<file path="src/rtl/hte_pkg.sv">
package hte_pkg;

	localparam int FUNC_W    = 3;
	localparam int IDX_W     = 4;
	localparam int DATA_W    = 32;
	localparam int DIM       = 4;
	localparam int FRAC_BITS = 16;
	localparam int PROD_W    = 2 * DATA_W;
	// four full products summed exactly
	localparam int ACC_W     = PROD_W + 2;

	localparam logic [FUNC_W-1:0] FUNC_LOAD_M    = 3'd0;
	localparam logic [FUNC_W-1:0] FUNC_LOAD_F    = 3'd1;
	localparam logic [FUNC_W-1:0] FUNC_IDENT     = 3'd2;
	localparam logic [FUNC_W-1:0] FUNC_COMPOSE   = 3'd3;
	localparam logic [FUNC_W-1:0] FUNC_TRANSFORM = 3'd4;
	localparam logic [FUNC_W-1:0] FUNC_READ      = 3'd5;

	typedef logic signed [DATA_W-1:0] coord_t;
	typedef logic signed [PROD_W-1:0] prod_t;
	typedef logic signed [ACC_W-1:0]  acc_t;

	localparam coord_t Q_ONE = coord_t'(1) <<< FRAC_BITS;
	localparam coord_t Q_MAX = {1'b0, {(DATA_W-1){1'b1}}};
	localparam coord_t Q_MIN = {1'b1, {(DATA_W-1){1'b0}}};
	localparam acc_t   SAT_HI = {{(ACC_W-DATA_W){1'b0}}, Q_MAX};
	localparam acc_t   SAT_LO = {{(ACC_W-DATA_W){1'b1}}, Q_MIN};

	typedef struct packed {
		logic take;     // input transfer this cycle
		logic mul;      // issue one multiply step on all lanes
		logic first;    // first step of a dot product
		logic fin;      // accumulators complete: write back
		logic publish;  // move result into the output register
	} hte_cmd_t;

endpackage

</file>
<file path="src/rtl/hte_ctrl.sv">
module hte_ctrl (
	input  logic                        clk,
	input  logic                        arst_n,
	input  logic                        req_valid,
	output logic                        req_ready,
	input  logic [hte_pkg::FUNC_W-1:0]  req_func,
	output logic                        rsp_valid,
	input  logic                        rsp_ready,
	output hte_pkg::hte_cmd_t           cmd
);
	import hte_pkg::*;

	localparam logic [2:0] S_IDLE  = 3'd0;
	localparam logic [2:0] S_MUL   = 3'd1;
	localparam logic [2:0] S_DRAIN = 3'd2;
	localparam logic [2:0] S_FIN   = 3'd3;
	localparam logic [2:0] S_DONE  = 3'd4;

	logic [2:0] state_q;
	logic [1:0] step_q;
	logic [1:0] col_q;
	logic       compose_q;
	logic       rsp_valid_q;
	logic       accept;
	logic       out_free;
	logic       long_op;

	assign req_ready = (state_q == S_IDLE);
	assign accept    = req_valid && req_ready;
	assign out_free  = !rsp_valid_q || rsp_ready;
	assign long_op   = (req_func == FUNC_COMPOSE) || (req_func == FUNC_TRANSFORM);
	assign rsp_valid = rsp_valid_q;

	always_comb begin
		cmd         = '0;
		cmd.take    = accept;
		cmd.mul     = (state_q == S_MUL);
		cmd.first   = (state_q == S_MUL) && (step_q == 2'd0);
		cmd.fin     = (state_q == S_FIN);
		cmd.publish = (state_q == S_DONE) && out_free;
	end

	always_ff @(posedge clk or negedge arst_n) begin
		if (!arst_n) begin
			state_q     <= S_IDLE;
			step_q      <= '0;
			col_q       <= '0;
			compose_q   <= 1'b0;
			rsp_valid_q <= 1'b0;
		end else begin
			if (cmd.publish) begin
				rsp_valid_q <= 1'b1;
			end else if (rsp_ready) begin
				rsp_valid_q <= 1'b0;
			end
			case (state_q)
				S_IDLE: begin
					if (accept) begin
						step_q    <= '0;
						col_q     <= '0;
						compose_q <= (req_func == FUNC_COMPOSE);
						state_q   <= long_op ? S_MUL : S_DONE;
					end
				end
				S_MUL: begin
					step_q <= step_q + 2'd1;
					if (step_q == 2'd3) begin
						state_q <= S_DRAIN;
					end
				end
				S_DRAIN: state_q <= S_FIN;
				S_FIN: begin
					// compose walks all four columns
					if (compose_q && col_q != 2'd3) begin
						col_q   <= col_q + 2'd1;
						step_q  <= '0;
						state_q <= S_MUL;
					end else begin
						state_q <= S_DONE;
					end
				end
				S_DONE: begin
					if (out_free) begin
						state_q <= S_IDLE;
					end
				end
				default: state_q <= S_IDLE;
			endcase
		end
	end

endmodule

</file>
<file path="config.mk">
export PLATFORM = sky130hd
export DESIGN_NAME = hte_ctrl
export DESIGN_NICKNAME = d
export VERILOG_FILES = /design/src/rtl/hte_pkg.sv /design/src/rtl/hte_ctrl.sv
export SDC_FILE = /design/constraint.sdc
export NUM_CORES = 1
export LEC_CHECK = 0
export ABC_AREA = 1
export BUFFER_PORTS_ARGS = -buffer_cell sky130_fd_sc_hd__buf_2
export CORE_AREA = 2 2 39 41
export CTS_BUF_LIST = sky130_fd_sc_hd__clkbuf_4 sky130_fd_sc_hd__clkbuf_8
export DETAILED_ROUTE_END_ITERATION = 10
export DIE_AREA = 0 0 41 43
export PLACE_DENSITY = 0.67
export REMOVE_ABC_BUFFERS = 1
export SLEW_MARGIN = 20
export SYNTH_ARGS = -nofsm -noshare
export SYNTH_HDL_FRONTEND = slang
export SYNTH_SLANG_ARGS = --single-unit
</file>
<file path="constraint.sdc">
create_clock -name clk -period 1.95 [get_ports clk]
set_input_delay 0.0975 -clock clk [delete_from_list [all_inputs] [get_ports clk]]
set_output_delay 0.0975 -clock clk [all_outputs]
set_load 0.05 [all_outputs]
</file>
# Yosys cells after proc, flatten, opt, wreduce, memory -nomap -nowiden
# Cells that the tools add are included.
dict set report op_classes {
  n_addsub 2
  eq_ne 12
  muxes 13
  n_reduce_logical 16
}
# op n
set ops {}
lappend ops {{3-bit 2-to-1 mux} 5}
lappend ops {{3-bit one-hot mux with 5 select lines} 1}
lappend ops {{3-bit by 2-bit equality test with 1-bit output, second input constant} 3}
lappend ops {{3-bit AND reduction} 3}
lappend ops {{3-bit equality test, second input constant} 2}
lappend ops {{2-bit 2-to-1 mux} 3}
lappend ops {{2-bit by 1-bit != test with 1-bit output, second input constant} 3}
lappend ops {{2-bit one-hot mux with 3 select lines} 1}
lappend ops {{2-bit by 1-bit adder with 2-bit output, second input constant} 2}
lappend ops {{1-bit logical AND} 4}
lappend ops {{2-bit != test, second input constant} 2}
lappend ops {{2-bit one-hot mux with 2 select lines} 1}
lappend ops {{2-bit nonzero test} 2}
lappend ops {{3-bit by 1-bit equality test with 1-bit output, second input constant} 1}
lappend ops {{3-bit zero test} 1}
lappend ops {{3-bit nonzero test} 1}
lappend ops {{2-bit equality test, second input constant} 1}
lappend ops {{2-bit zero test} 1}
lappend ops {{1-bit logical OR} 2}
lappend ops {{1-bit 2-to-1 mux} 2}
lappend ops {{2-bit AND reduction} 1}
lappend ops {{1-bit zero test} 1}
dict set report word_totals {
  reg_bits 9
  inputBits 7
  output_inout_bits 7
  word_cells 48
}

# Depth between registers and ports, before layout
dict set report depth {
  ltp_word 5
  ltp_mapped 7
  depth_no_buf 7
}

# Worst setup path before layout
# OpenSTA, ideal clock, no wires.
dict set report synth_timing {
  path_kind {reg2reg}
  start {register state_q[2]}
  end {register step_q[0]}
  setup_ns 0.083
  t_arrival_ns 1.560
  required_time_ns 1.867
  setup_slack_ns 0.308
  stages_incl_launch_ff 6
  path_buffers 0
  period_less_slack_ns 1.642
  cell_sequence {dfrtp_1 -> nor2_1 -> nand2_1 -> nand3_1 -> nand2_1 -> o21ai_0}
}
# item line_no
set synth_rtl {}
lappend synth_rtl {{start, declared} hte_ctrl.sv:19} ;# logic [2:0] state_q;
lappend synth_rtl {{start signal, assigned} hte_ctrl.sv:62} ;# state_q <= long_op ? S_MUL : S_DONE;
lappend synth_rtl {{end signal, assigned} hte_ctrl.sv:66} ;# step_q <= step_q + 2'd1;
lappend synth_rtl {{end, declared} hte_ctrl.sv:20} ;# logic [1:0] step_q;

==> run metrics <==
quantity of I/O buffers inserted on ports=13; CP arrival=1.47 ns; fin nets=114; startpoint types=flop; RSZ-0062 raised after global routing=false; clock transition at the registers of the reported paths=about 0.060 ns; clk_lat worst skew=0.25 ns; sequential group share of total power=a little over a quarter; status=complete, no violations; sequential area share after synthesis=38.88%; Antenna Nets Post-Route=0; Leak=roughly 0.43 nW; worst path required time=1.85 ns; drt total wl=1.048 mm; GPL Wtd Cong=0.7791; multi-input logic area=286.5 um2; Gate Count Post-Synth=86; first-pass GRT wire length=approximately 1.8 mm; Synth cell types=14; synthesized area=579.3 um2; synth warn=0; drt drc=0; largest net degree at the start of global routing=10; Switching Share=54.32%; period utilization=80.30%; CTS root buffer=clkbuf_4; CP Capture Type=output pin; crit-path max cell delay=0.41 ns; Initial Util=a little over two fifths; share of layout cells above drive strength 1=20.39%; Total GRT Usage=15.38%; internal power=between 0.5 and 0.6 mW; Area growth syn-to-layout=20.30%; number of global-route vias before repair=approximately 490; DP HPWL=888.8 um; minimum clock period=approximately 1.6 ns; WL per Instance=8.807 um; Post-Layout Cell Count=roughly 120; Yosys top cell by area=dfrtp_1; Filler cells=137; Post-synth top flop=dfrtp_1; htree depth=1; Rel. slew slack=83.48%; power density over cell area=1649 mW/mm2; slowest library cell on the worst path=dfrtp_1; Synth area leaders=dfrtp_1 39%, nand2_1 21%, inv_1 10%; setup bufs post-CTS=0; number of diodes=0; # IOs=14; Worst VDD drop=0.8688 mV; setup TNS=0 ns; Rows=14; max-slew violation count=0; Clock Sink Count=9; CTS tree=yes; Max Fclk=approximately 0.64 GHz; antenna violations before repair=0; Reg area=225.2 um2; synthesized flop and latch total=9; Avg Inst Size Synth=6.736 um2; final setup vio count=0; slew at the pin closest to its max-slew limit=0.2478 ns; Top delay family on crit path=buffers and inverters; async set-reset flop share out of synthesis=100.0%; EDFF count, synth=0; clk buf depth=2; Psw=0.6241 mW; most frequent cell after synthesis=nand2_1; DIE WIDTH=41 um; Final Hold Vio Count=0; Max Clock Skew=between 0.0002 and 0.00025 ns; worst min path class=in2reg; Die Area=0.001763 mm2; clock power share=13.4%; CTS buffer count=3; combinational share of power=59.9%; CP cell instances=inv_1 > nand2_1 > nor2_4 > nand2_1 > inv_1 > buf_2; placed insts=114; 1st-pass router iterations=2; remaining global-route overflow=0; Core Region=0.001384 mm2; maxcap violations=0; First DRT Iteration DRCs=6; Vias/cell=4.555; critical path type=reg2out; Yosys top cell area share=around two fifths; crit path max fanout=7; crit path buf inv count=3; most frequent cells after synthesis=33 x nand2_1, 16 x inv_1, 9 x dfrtp_1, 9 x nor2_1, 6 x nand3_1; die height=43 um; vias=roughly 540
==> final timing paths <==
path | start | end | slack (ns) | depth (start not counted)
worst min-delay path | rsp_ready | rsp_valid | 0.13 | 4
worst min register to register | col_q[1] | col_q[1] | 0.48 | 2
worst max-delay path | state_q[0] | cmd[4] | 0.38 | 6
worst max register to register | state_q[0] | state_q[2] | 0.74 | 6
max in group asynchronous | arst_n | compose_q | 1.55 | 2
min in group asynchronous | arst_n | col_q[0] | 0.22 | 2
==> flip-flops by register name (all words and copies together), names as in the netlist <==
register,flops
col_q,2
step_q,2
compose_q,1
rsp_valid,1
state_q,3
==> metrics by stage <==
step,util (%),power [mW],worst slack [ns],hold slack [ns],area (um2)
after floorplan,-,0.8607,0.3076,-0.1981,571.8
after global placement,47.47,0.9935,0.6907,-0.03984,656.9
after detailed placement,47.47,1.006,0.6520,-0.04065,656.9
after CTS,50.36,1.166,0.3677,0.1292,696.9
after global routing,50.36,1.260,0.2372,0.1630,696.9
final,50.36,1.149,0.3841,0.1313,696.9
==> worst register-to-register path, delay by kind of cell (launching register included) <==
family | cells | cell delay [ns]
DFF | 1 | 0.41
and+or+nand+nor | 5 | 0.52
buffers and inverters | 1 | 0.18
==> layout make-up <==
class | instances | share of cell area [%]
flip-flops and latches | 9 | 32.32
well taps | 16 | 2.873
inverters | 16 | 8.618
multi-input cells | 60 | 41.11
clock buffers | 4 | 4.309
repair buffers | 14 | 10.77
==> cells in the final DEF (no fill, tap or decap), types with 2 or more instances in the layout <==
cell type  Yosys  final
nor2_1         9      9
inv_1         16     16
nand2_1       33     33
ha_1           3      3
clkbuf_4       0      4
o21ai_0        2      2
nand3_1        6      6
buf_2          0     13
nor2_2         2      2
dfrtp_1        9      9
==> repair_timing <==
action,4_1_cts,5_1_grt
gates resized for setup,0,0
hold buffers,1,0
endpoints found under the hold margin,9,0
==> power groups by stage <==
| stage | clock network, mW | logic [mW] | registers [mW] |
|---|---|---|---|
| 5_1_grt | 0.169 | 0.773 | 0.319 |
| 2_1_floorplan | 0 | 0.522 | 0.338 |
| 6_report | 0.154 | 0.688 | 0.307 |
| 3_3_place_gp | 0 | 0.684 | 0.310 |
| 3_5_place_dp | 0 | 0.695 | 0.311 |
| 4_1_cts | 0.161 | 0.697 | 0.308 |
==> cells by family (layout without fill, tap and decap cells) <==
group	after synthesis	count (layout)	synth area share, %
and+or+nand+nor	53	53	39.52
AOI/OAI and AO/OA	4	4	3.454
adders and majority gates	3	3	6.480
DFF	9	9	38.88
buffers and inverters	17	34	11.66
==> metal layers <==
layer | wire (um) | GRT usage [%] | vias up
met5 | 0 | 0 | -
li1 | - | - | 291
met4 | 32 | 12.00 | 0
met3 | 51 | 1.571 | 4
met1 | 500 | 19.87 | 233
met2 | 464 | 22.19 | 14
Note: power is estimated with default switching activity, not from simulation.
